File: src/sv/srns_pkg.sv
// Package for the SHA-256 range nonce search core: types, round constants, helpers.
// No dependencies.
`timescale 1ns / 1ps
package srns_pkg;

    localparam int ROUNDS = 64;
    localparam int CFG_IDX_BITS = 3;
    localparam int CFG_BITS = 64;

    typedef enum logic [CFG_IDX_BITS-1:0] {
        REG_LOWER_W3 = 3'd0,
        REG_LOWER_W2 = 3'd1,
        REG_LOWER_W1 = 3'd2,
        REG_LOWER_W0 = 3'd3,
        REG_UPPER_W3 = 3'd4,
        REG_UPPER_W2 = 3'd5,
        REG_UPPER_W1 = 3'd6,
        REG_UPPER_W0 = 3'd7
    } cfg_idx_t;

    typedef enum logic [1:0] {
        ST_IDLE,
        ST_LOAD,
        ST_RUN,
        ST_CHECK
    } state_t;

    typedef logic [31:0] word_t;

    // Working variables a to h of the compression round, handed from the round unit to the top level
    typedef struct packed {
        word_t a, b, c, d, e, f, g, h;
    } vars_t;

    // Control from the sequencer to the schedule cells and the round unit
    typedef struct packed {
        logic load;
        logic step;
    } cell_ctl_t;

    localparam logic [255:0] H_INIT = {
        32'h6a09e667, 32'hbb67ae85, 32'h3c6ef372, 32'ha54ff53a,
        32'h510e527f, 32'h9b05688c, 32'h1f83d9ab, 32'h5be0cd19
    };

    function automatic word_t kround(input logic [5:0] i);
        word_t k;
        unique case (i)
            6'd0: k = 32'h428a2f98;  6'd1: k = 32'h71374491;
            6'd2: k = 32'hb5c0fbcf;  6'd3: k = 32'he9b5dba5;
            6'd4: k = 32'h3956c25b;  6'd5: k = 32'h59f111f1;
            6'd6: k = 32'h923f82a4;  6'd7: k = 32'hab1c5ed5;
            6'd8: k = 32'hd807aa98;  6'd9: k = 32'h12835b01;
            6'd10: k = 32'h243185be; 6'd11: k = 32'h550c7dc3;
            6'd12: k = 32'h72be5d74; 6'd13: k = 32'h80deb1fe;
            6'd14: k = 32'h9bdc06a7; 6'd15: k = 32'hc19bf174;
            6'd16: k = 32'he49b69c1; 6'd17: k = 32'hefbe4786;
            6'd18: k = 32'h0fc19dc6; 6'd19: k = 32'h240ca1cc;
            6'd20: k = 32'h2de92c6f; 6'd21: k = 32'h4a7484aa;
            6'd22: k = 32'h5cb0a9dc; 6'd23: k = 32'h76f988da;
            6'd24: k = 32'h983e5152; 6'd25: k = 32'ha831c66d;
            6'd26: k = 32'hb00327c8; 6'd27: k = 32'hbf597fc7;
            6'd28: k = 32'hc6e00bf3; 6'd29: k = 32'hd5a79147;
            6'd30: k = 32'h06ca6351; 6'd31: k = 32'h14292967;
            6'd32: k = 32'h27b70a85; 6'd33: k = 32'h2e1b2138;
            6'd34: k = 32'h4d2c6dfc; 6'd35: k = 32'h53380d13;
            6'd36: k = 32'h650a7354; 6'd37: k = 32'h766a0abb;
            6'd38: k = 32'h81c2c92e; 6'd39: k = 32'h92722c85;
            6'd40: k = 32'ha2bfe8a1; 6'd41: k = 32'ha81a664b;
            6'd42: k = 32'hc24b8b70; 6'd43: k = 32'hc76c51a3;
            6'd44: k = 32'hd192e819; 6'd45: k = 32'hd6990624;
            6'd46: k = 32'hf40e3585; 6'd47: k = 32'h106aa070;
            6'd48: k = 32'h19a4c116; 6'd49: k = 32'h1e376c08;
            6'd50: k = 32'h2748774c; 6'd51: k = 32'h34b0bcb5;
            6'd52: k = 32'h391c0cb3; 6'd53: k = 32'h4ed8aa4a;
            6'd54: k = 32'h5b9cca4f; 6'd55: k = 32'h682e6ff3;
            6'd56: k = 32'h748f82ee; 6'd57: k = 32'h78a5636f;
            6'd58: k = 32'h84c87814; 6'd59: k = 32'h8cc70208;
            6'd60: k = 32'h90befffa; 6'd61: k = 32'ha4506ceb;
            6'd62: k = 32'hbef9a3f7; 6'd63: k = 32'hc67178f2;
            default: k = 32'h0;
        endcase
        return k;
    endfunction

    function automatic word_t rotr(input word_t x, input int n);
        return (x >> n) | (x << (32 - n));
    endfunction

endpackage

File: src/sv/srns_sched_cell.sv
// One cell of the message schedule shift chain: holds one word, passes it on each round.
// Depends on srns_pkg.
`timescale 1ns / 1ps
module srns_sched_cell (
    input  logic                clk,
    input  srns_pkg::cell_ctl_t ctl,
    input  srns_pkg::word_t     load_word,
    input  srns_pkg::word_t     shift_in,
    output srns_pkg::word_t     word_out
);
    import srns_pkg::*;

    word_t word_reg;
    word_t word_next;

    always_comb
    begin
        word_next = word_reg;
        if (ctl.load)
        begin
            word_next = load_word;
        end
        else if (ctl.step)
        begin
            word_next = shift_in;
        end
    end

    always_ff @(posedge clk)
    begin
        word_reg <= word_next;
    end

    assign word_out = word_reg;
endmodule

File: src/sv/srns_round.sv
// Compression round unit: one SHA-256 round per cycle while step is set, plus the schedule word expansion.
// Depends on srns_pkg.
`timescale 1ns / 1ps
module srns_round (
    input  logic                clk,
    input  srns_pkg::cell_ctl_t ctl,
    input  logic [5:0]          round_idx,
    input  srns_pkg::word_t     w_cur,
    input  srns_pkg::word_t     w_m15,
    input  srns_pkg::word_t     w_m7,
    input  srns_pkg::word_t     w_m2,
    output srns_pkg::word_t     w_new,
    output srns_pkg::vars_t     vars
);
    import srns_pkg::*;

    vars_t vars_reg;
    vars_t vars_next;
    word_t s0, s1, t1, t2, ch, maj, ep0, ep1;

    // next schedule word; w_cur is w[i-16]
    always_comb
    begin
        s0 = rotr(w_m15, 7) ^ rotr(w_m15, 18) ^ (w_m15 >> 3);
        s1 = rotr(w_m2, 17) ^ rotr(w_m2, 19) ^ (w_m2 >> 10);
        w_new = w_cur + s0 + w_m7 + s1;
    end

    always_comb
    begin
        ep1 = rotr(vars_reg.e, 6) ^ rotr(vars_reg.e, 11) ^ rotr(vars_reg.e, 25);
        ep0 = rotr(vars_reg.a, 2) ^ rotr(vars_reg.a, 13) ^ rotr(vars_reg.a, 22);
        ch  = (vars_reg.e & vars_reg.f) ^ (~vars_reg.e & vars_reg.g);
        maj = (vars_reg.a & vars_reg.b) ^ (vars_reg.a & vars_reg.c) ^ (vars_reg.b & vars_reg.c);
        t1  = vars_reg.h + ep1 + ch + kround(round_idx) + w_cur;
        t2  = ep0 + maj;
        vars_next = vars_reg;
        if (ctl.load)
        begin
            vars_next = H_INIT;
        end
        else if (ctl.step)
        begin
            vars_next.h = vars_reg.g;
            vars_next.g = vars_reg.f;
            vars_next.f = vars_reg.e;
            vars_next.e = vars_reg.d + t1;
            vars_next.d = vars_reg.c;
            vars_next.c = vars_reg.b;
            vars_next.b = vars_reg.a;
            vars_next.a = t1 + t2;
        end
    end

    always_ff @(posedge clk)
    begin
        vars_reg <= vars_next;
    end

    assign vars = vars_reg;
endmodule

File: src/sv/sha256_range_nonce_search_core.sv
// SHA-256 range nonce search, top level: config registers, sequencer, schedule cell chain.
// Depends on srns_pkg, srns_sched_cell, srns_round.
// Each try: load, 64 rounds, digest compare; tries <= MAX_BATCH. done strobes after the
// digest compare that ends the command (hit, overflow or last try), or from idle when the try count is 0.
// One command at a time, busy high meanwhile.
// The single round unit sets the rate: one round per cycle while the sequencer is in its run state.
// Result shows for one cycle with done; the receiver cannot stall. Async active-low reset
// clears control and restores bounds to lower 0, upper all ones.
`timescale 1ns / 1ps
module sha256_range_nonce_search_core #(
    parameter int NONCE_BITS = 64,
    parameter int MAX_BATCH  = 1024
) (
    input  logic                                clk,
    input  logic                                rst_n,
    input  logic                                start,
    output logic                                busy,
    input  logic [63:0]                         start_nonce,
    input  logic [15:0]                         stride,
    input  logic [10:0]                         try_count,
    input  logic                                cfg_we,
    input  logic [srns_pkg::CFG_IDX_BITS-1:0]   cfg_index,
    input  logic [srns_pkg::CFG_BITS-1:0]       cfg_data,
    output logic                                done,
    output logic                                found,
    output logic [63:0]                         nonce,
    output logic                                overflow
);
    import srns_pkg::*;

    localparam int CNT_BITS = $clog2(MAX_BATCH + 1);

    logic [255:0] lower_reg, upper_reg;
    state_t state_reg, state_next;
    logic [NONCE_BITS-1:0] t_reg, t_next;
    logic [15:0] stride_reg, stride_next;
    logic [CNT_BITS-1:0] left_reg, left_next;
    logic [5:0] rnd_reg, rnd_next;
    logic done_reg, done_next, found_reg, found_next, ovf_reg, ovf_next;
    cell_ctl_t ctl;
    word_t load_w [16];
    word_t chain [16];
    word_t w_new;
    vars_t vars;
    logic [255:0] digest;
    logic [3:0] len;
    logic [63:0] tz;
    logic [NONCE_BITS:0] sum;
    logic hit;
    logic [CNT_BITS-1:0] cnt_sat;

    always_ff @(posedge clk or negedge rst_n)
    begin
        if (!rst_n)
        begin
            lower_reg <= '0;
            upper_reg <= '1;
        end
        else if (cfg_we)
        begin
            unique case (cfg_idx_t'(cfg_index))
                REG_LOWER_W3: lower_reg[255:192] <= cfg_data;
                REG_LOWER_W2: lower_reg[191:128] <= cfg_data;
                REG_LOWER_W1: lower_reg[127:64]  <= cfg_data;
                REG_LOWER_W0: lower_reg[63:0]    <= cfg_data;
                REG_UPPER_W3: upper_reg[255:192] <= cfg_data;
                REG_UPPER_W2: upper_reg[191:128] <= cfg_data;
                REG_UPPER_W1: upper_reg[127:64]  <= cfg_data;
                REG_UPPER_W0: upper_reg[63:0]    <= cfg_data;
                default: ;
            endcase
        end
    end

    // message block from the minimal little-endian bytes of the nonce
    always_comb
    begin
        tz = 64'(t_reg);
        len = 4'd0;
        for (int i = 0; i < 8; i++)
        begin
            if (tz[8*i +: 8] != 8'd0)
            begin
                len = 4'(i + 1);
            end
        end
        for (int j = 0; j < 16; j++)
        begin
            load_w[j] = '0;
        end
        for (int b = 0; b < 8; b++)
        begin
            if (4'(b) < len)
            begin
                load_w[b / 4][31 - 8*(b % 4) -: 8] = tz[8*b +: 8];
            end
            else if (4'(b) == len)
            begin
                load_w[b / 4][31 - 8*(b % 4) -: 8] = 8'h80;
            end
        end
        if (len == 4'd8)
        begin
            load_w[2] = 32'h8000_0000;
        end
        load_w[15] = {25'd0, len, 3'd0};
    end

    // schedule chain: cell 0 is w[i], new words enter at cell 15
    for (genvar g = 0; g < 16; g++)
    begin : g_cell
        srns_sched_cell u_cell (
            .clk       (clk),
            .ctl       (ctl),
            .load_word (load_w[g]),
            .shift_in  ((g == 15) ? w_new : chain[(g + 1) % 16]),
            .word_out  (chain[g])
        );
    end

    srns_round u_round (
        .clk       (clk),
        .ctl       (ctl),
        .round_idx (rnd_reg),
        .w_cur     (chain[0]),
        .w_m15     (chain[1]),
        .w_m7      (chain[9]),
        .w_m2      (chain[14]),
        .w_new     (w_new),
        .vars      (vars)
    );

    always_comb
    begin
        digest = {vars.a + H_INIT[255:224], vars.b + H_INIT[223:192],
                  vars.c + H_INIT[191:160], vars.d + H_INIT[159:128],
                  vars.e + H_INIT[127:96],  vars.f + H_INIT[95:64],
                  vars.g + H_INIT[63:32],   vars.h + H_INIT[31:0]};
        hit = (lower_reg < digest) && (digest < upper_reg);
        sum = {1'b0, t_reg} + (NONCE_BITS + 1)'(stride_reg);
        cnt_sat = (32'(try_count) > MAX_BATCH) ? CNT_BITS'(MAX_BATCH)
                                               : CNT_BITS'(try_count);
    end

    always_comb
    begin
        state_next  = state_reg;
        t_next      = t_reg;
        stride_next = stride_reg;
        left_next   = left_reg;
        rnd_next    = rnd_reg;
        done_next   = 1'b0;
        found_next  = found_reg;
        ovf_next    = ovf_reg;
        ctl         = '{load: 1'b0, step: 1'b0};
        unique case (state_reg)
            ST_IDLE:
            begin
                // no new word while the previous result is on the ports
                if (start && !done_reg)
                begin
                    t_next      = start_nonce[NONCE_BITS-1:0];
                    stride_next = stride;
                    left_next   = cnt_sat;
                    found_next  = 1'b0;
                    ovf_next    = 1'b0;
                    if (cnt_sat == '0)
                    begin
                        done_next = 1'b1;
                    end
                    else
                    begin
                        state_next = ST_LOAD;
                    end
                end
            end
            ST_LOAD:
            begin
                ctl.load   = 1'b1;
                rnd_next   = '0;
                state_next = ST_RUN;
            end
            ST_RUN:
            begin
                ctl.step = 1'b1;
                rnd_next = rnd_reg + 6'd1;
                if (rnd_reg == 6'(ROUNDS - 1))
                begin
                    state_next = ST_CHECK;
                end
            end
            ST_CHECK:
            begin
                left_next = left_reg - 1'b1;
                if (hit)
                begin
                    found_next = 1'b1;
                    done_next  = 1'b1;
                    state_next = ST_IDLE;
                end
                else
                begin
                    t_next = sum[NONCE_BITS-1:0];
                    if (sum[NONCE_BITS])
                    begin
                        ovf_next   = 1'b1;
                        done_next  = 1'b1;
                        state_next = ST_IDLE;
                    end
                    else if (left_reg == CNT_BITS'(1))
                    begin
                        done_next  = 1'b1;
                        state_next = ST_IDLE;
                    end
                    else
                    begin
                        state_next = ST_LOAD;
                    end
                end
            end
            default: state_next = ST_IDLE;
        endcase
    end

    always_ff @(posedge clk or negedge rst_n)
    begin
        if (!rst_n)
        begin
            state_reg <= ST_IDLE;
            done_reg  <= 1'b0;
            found_reg <= 1'b0;
            ovf_reg   <= 1'b0;
            left_reg  <= '0;
            rnd_reg   <= '0;
        end
        else
        begin
            state_reg <= state_next;
            done_reg  <= done_next;
            found_reg <= found_next;
            ovf_reg   <= ovf_next;
            left_reg  <= left_next;
            rnd_reg   <= rnd_next;
        end
    end

    always_ff @(posedge clk)
    begin
        t_reg      <= t_next;
        stride_reg <= stride_next;
    end

    assign busy     = (state_reg != ST_IDLE) || done_reg;
    assign done     = done_reg;
    assign found    = found_reg;
    assign overflow = ovf_reg;
    assign nonce    = 64'(t_reg);
endmodule

File: config.mk
export PLATFORM = sky130hd
export DESIGN_NAME = sha256_range_nonce_search_core
export DESIGN_NICKNAME = d
export VERILOG_FILES = /design/src/sv/srns_pkg.sv /design/src/sv/srns_sched_cell.sv /design/src/sv/srns_round.sv /design/src/sv/sha256_range_nonce_search_core.sv
export SDC_FILE = /design/constraint.sdc
export NUM_CORES = 2
export LEC_CHECK = 0
export BUFFER_PORTS_ARGS = -buffer_cell sky130_fd_sc_hd__buf_2
export CORE_MARGIN = 1.5
export CORE_UTILIZATION = 40
export DETAILED_ROUTE_END_ITERATION = 10
export HOLD_SLACK_MARGIN = 0.15
export PLACE_DENSITY = 0.6
export SYNTH_ARGS = -nofsm -noshare
export SYNTH_HDL_FRONTEND = slang
export SYNTH_SLANG_ARGS = --single-unit
File: constraint.sdc
create_clock -name clk -period 8.9 [get_ports clk]
set_clock_uncertainty 0.2 [all_clocks]
set_input_delay 2.67 -clock clk [delete_from_list [all_inputs] [get_ports clk]]
set_output_delay 2.67 -clock clk [all_outputs]
set_load 0.01 [all_outputs]
Yosys cells after proc, flatten, opt, wreduce, memory -nomap -nowiden
Memories as Yosys holds them, arrays and structs flattened. Cells that the tools add are included. W data, S select, Z words.

Div/mod/pow operators: 0. Shift-type cells: 0. Equal/unequal tests: 26. Multipliers: 0. Bitwise operators: 27. Add/sub/neg operators: 21. Reduce and logical (&&, ||, !) cells: 34. Mux-type cells: 61. Magnitude comparators: 11.

Operators by type and width (number): $lt A256 B256 Y1 (2); $add A32 B32 Y32 (10); $xor A32 B32 Y32 (9); $mux W32 (7); $and A32 B32 Y32 (5); $mux W64 (2); $mux W8 (16); $pmux W64 S2 (1); $add A32 B31 Y32 const B (3); $add A32 B32 Y32 const B (3); $add A64 B16 Y65 (1); $reduce_bool A8 Y1 (8); $add A32 B29 Y32 const B (1); $add A32 B30 Y32 const B (1); $not A32 Y32 (1); $or A10 B32 Y32 (1); $or A13 B32 Y32 (1); $or A14 B32 Y32 (1); $or A15 B32 Y32 (1); $or A19 B32 Y32 (1); $or A21 B32 Y32 (1); $or A25 B32 Y32 (1); $or A26 B32 Y32 (1); $or A30 B32 Y32 (1); 41 further kinds (101).

Word-level logic and storage cells: 222. Register bits: 1382. Memories kept: 1. Bits in read-only memories: 2048. Latch bits: 0. RAM bits: 0.

Memory list: (name not given) (depth 64, width 32, rd ports 1, clocked after memory_dff 0, write ports 0, line srns_pkg.sv:48) `unique case (i)`.

Depth between registers and ports, before layout
Depth after elaboration: 13. Gate-level depth with buffers: 39. Depth with buffers taken out: 37.

Hierarchy
Synthesis repeated with hierarchy kept, for this count alone.

Cell total of the unflattened synthesis: 8450. Area, all modules: 92583.8 µm².

Modules (own cells, without submodules): sha256_range_nonce_search_core (seq. area each 16085.4 µm², times used 1, cells an instance 4358, area each 43067.6 µm²); srns_round (seq. area each 5124.9 µm², times used 1, cells an instance 2988, area each 25393.1 µm²); srns_sched_cell (seq. area each 960.9 µm², times used 16, cells an instance 69, area each 1507.7 µm²).

Least setup slack after synthesis
No wires, ideal clock.

Kind: flip-flop to flip-flop. From: reg rnd_reg[2]. To: reg u_round.vars_reg, in the netlist u_round.vars[255]. Data required time: 8.584 ns. Arrival time: 8.887 ns. Path slack: -0.303 ns. Setup time: 0.116 ns. Stages on the path, launching flop included: 38. Cells stage by stage: dfrtp_1 > clkbuf_1 > inv_2 > clkbuf_1 > clkbuf_1 > ha_1 > inv_1 > a21oi_1 > a21oi_1 > mux4_2 > fa_1 > inv_1 > fa_1 > inv_1 > fa_1 > inv_1 > ha_1 > a21o_1 > [2 not listed] > o21a_1 > a221o_1 > a21o_1 > a31o_1 > a2111o_1 > o311ai_1 > xnor2_1 > fa_1 > ha_1 > a21oi_1 > nand2_1 > o31ai_1 > o21ai_1 > nand2_1 > o2111ai_1 > a2111o_1 > a311o_1 > o211a_1.

Longest elaborated chain between the ends: 4.

Ends and longest elaborated chain: from (decl) (line sha256_range_nonce_search_core.sv:38) `logic [5:0] rnd_reg, rnd_next;`; from (signal assigned) (line sha256_range_nonce_search_core.sv:243) `rnd_reg <= rnd_next;`; $mem_v2 Z64 W32; $add A32 B32 Y32 (2 in series) (line srns_round.sv:35) `t1 = vars_reg.h + ep1 + ch + kround(round_idx) + w_cur;`; $add A32 B32 Y32 (line srns_round.sv:51) `vars_next.a = t1 + t2;`; to (signal assigned) (line srns_round.sv:57) `vars_reg <= vars_next;`; to (decl) (line srns_round.sv:17) `vars_t vars_reg;`.

No other way between the ends. A chain may end at the register's enable or synchronous reset.

Worst setup path after layout
From: reg rnd_reg[0]. To: reg u_round.vars_reg, in the netlist u_round.vars[255].

The elaborated chain is that of the path after synthesis.

==> run metrics <==
post-synth top area share=0.1555; DIE AREA=217,800 um^2; first-pass GRT wire length=441,500 um; CP max-delay cell=fa_1; R2R setup slack=0.20 ns; CP max FO=6; final WL=301,600 um; number of hold violations in the final report=0; Unique masters post-synth=109; max-slew violations=0; clk buf depth=3; leading post-synthesis cells by instance count=nor2_1 (845), inv_1 (835), ha_1 (686), dfxtp_1 (668), mux2i_1 (614); crit path launch type=flop; WS Path Type=reg -> reg; CP Data Arrival Time=9.21 ns; First DRT Iteration DRCs=5,021; Port Buffers=229; total area of sequential cells=32,470 um^2; total CTS buffers=160; die span in x=466.7 um; Reg clk slew, reported paths=0.06 ns; Relative slew margins=0.1349; detailed-router iteration count before antenna repair=6; Max Cap Viol=0; Crit path max-delay family=compound AO/OA/AOI/OAI gates; Worst Path Required=9.41 ns; Layout Utilization=0.4586; routed vias/inst=5.505; # IOs=230; Syn Nets=9,824; Total GRT Usage=0.2730; Fillers=20,330; Final ANT Viol Nets=0; clk root buf=clkbuf_16; Synth Flop Type=dfxtp_1; fin crit period=8.699 ns; Rows=170; initial antenna violation count=4; Synth Instances=8,788; CTS tree=done; Post-Syn Area per Cell=9.787 um^2; DP HPWL=235,600 um; Tcrit/Tclk final=0.9775; actual slew at the worst max-slew pin=1.277 ns; Final #Nets=10,178; flops & latches, synth=1,382; area grow syn2layout=14.22%; Worst Hold Class=reg -> reg; ratio of cells with drive above 1 in the final layout=0.1931; Clock Sink Count=1,382; residual DRC count=0; multi-input combinational cell area=49,140 um^2; area post-placement=92,300 um^2; synth top area cells=dfxtp_1 (16%), ha_1 (10%), dfrtp_1 (8.1%), dfstp_2 (7.8%), mux2i_1 (7.1%); CP Capture Type=flop; sequential fraction of the synthesis area=0.3774; Max stage delay on crit path=0.55 ns; area leader, netlist=dfxtp_1; routability cong.=0.9752; grt total ovfl=0; synthesized cell area=86,010 um^2; Buf/Inv on CP=7; H-Tree Depth=4; largest net degree at the start of global routing=192; setup violators final=0; Die Y=466.7 um; ys async rst share=0.3864; number of global-route vias before repair=65,831; most numerous cell in the Yosys netlist=nor2_1; core area=214,200 um^2; Initial Util=0.4015; worst skew pair latency=0.84 ns; post-route cell area=98,240 um^2; wire per inst=24.88 um; Largest register FFs=512; Achievable Freq=0.1150 GHz; Vias=66,737; run status=completed; Post-synth EDFFs=180; Ys Warns=0
## cell usage in the layout (no fill, tap or decap), drive strengths merged, types with 425 or more instances in the layout
| master | synthesis | layout |
|---|---|---|
| dfxtp | 668 | 668 |
| mux2i | 614 | 614 |
| a21oi | 425 | 425 |
| buf | 83 | 623 |
| inv | 837 | 848 |
| nand2 | 479 | 479 |
| nor2 | 846 | 846 |
| xnor2 | 436 | 436 |
| ha | 686 | 686 |
| mux2 | 519 | 519 |
## per-layer routing
metal	vias to the layer above	GRT usage	share of wire	wire length, um
met2	2019	0.4598	0.48	143500
li1	31031	-	-	-
met1	33116	0.3460	0.42	127300
met4	0	0.1262	0.052	15680
met3	571	0.03643	0.050	15070
met5	-	0	0	0
## stage by stage
| step | setup TNS [ns] | worst slack, ns | hold slack, ns | std cells |
|---|---|---|---|---|
| finish | 0 | 0.2007 | 0.2667 | 12122 |
| CTS | 0 | 0.01990 | 0.2680 | 12115 |
| floorplan | 0 | 0.02103 | 0.2406 | 8788 |
| global route | -0.01251 | -0.01251 | 0.2744 | 12119 |
| detailed placement | -0.6191 | -0.3286 | 0.2582 | 11813 |
| global placement | -0.7462 | -0.3526 | 0.2513 | 11813 |
## cell type report
| type | count | share of cell area |
|---|---|---|
| Antenna cell | 4 | 0.0001019 |
| Clock buffer | 233 | 0.04876 |
| Clock inverter | 67 | 0.007973 |
| Inverter | 841 | 0.03227 |
| Multi-Input combinational cell | 6134 | 0.5003 |
| Sequential cell | 1382 | 0.3305 |
| Tap cell | 2838 | 0.03615 |
| Timing Repair Buffer | 623 | 0.04398 |
## kinds of logic after synthesis
family                     synth area share
adders and majority gates            0.1459
xor gates and xnor gates            0.06768
muxes                                0.1407
buffers and inverters               0.05579
AOI/OAI and AO/OA                    0.1064
DFF                                  0.3774
and+or+nand+nor                      0.1061
## timing repair
action / in CTS / in global routing
hold buffers: 0 / 0
endpoints found under the setup margin: 4 / 15
pin swaps: 10 / 24
gates resized for setup: 15 / 62
buffers inserted: 2 / 3
## final timing paths
check                                                            startpoint                                          end  depth (start not counted)
max in group asynchronous                                             rst_n                   lower_reg[241]$_DFFE_PN0P_                          2
worst min-delay path            g_cell[15].u_cell.word_out[25]$_SDFFE_PN0P_  g_cell[15].u_cell.word_out[25]$_SDFFE_PN0P_                          2
worst max-delay path                                 rnd_reg[0]$_DFFE_PN0P_               u_round.vars[255]$_SDFFE_PN0P_                         34
min in group asynchronous                                             rst_n                     lower_reg[8]$_DFFE_PN0P_                          1
worst min register to register  g_cell[15].u_cell.word_out[25]$_SDFFE_PN0P_  g_cell[15].u_cell.word_out[25]$_SDFFE_PN0P_                          2
worst max register to register                       rnd_reg[0]$_DFFE_PN0P_               u_round.vars[255]$_SDFFE_PN0P_                         34
## worst reg2reg max path: cells and delay by family (launching register included)
kind	cells	cell delay, ns
and+or+nand+nor	5	1.20
adders and majority gates	7	2.66
muxes	1	0.54
buffers and inverters	7	0.61
AOI/OAI and AO/OA	13	2.84
xor gates and xnor gates	1	0.14
DFF	1	0.39
Power is not shown: default switching activity piles up to over one toggle a cycle in this logic, so the estimate is an artifact.
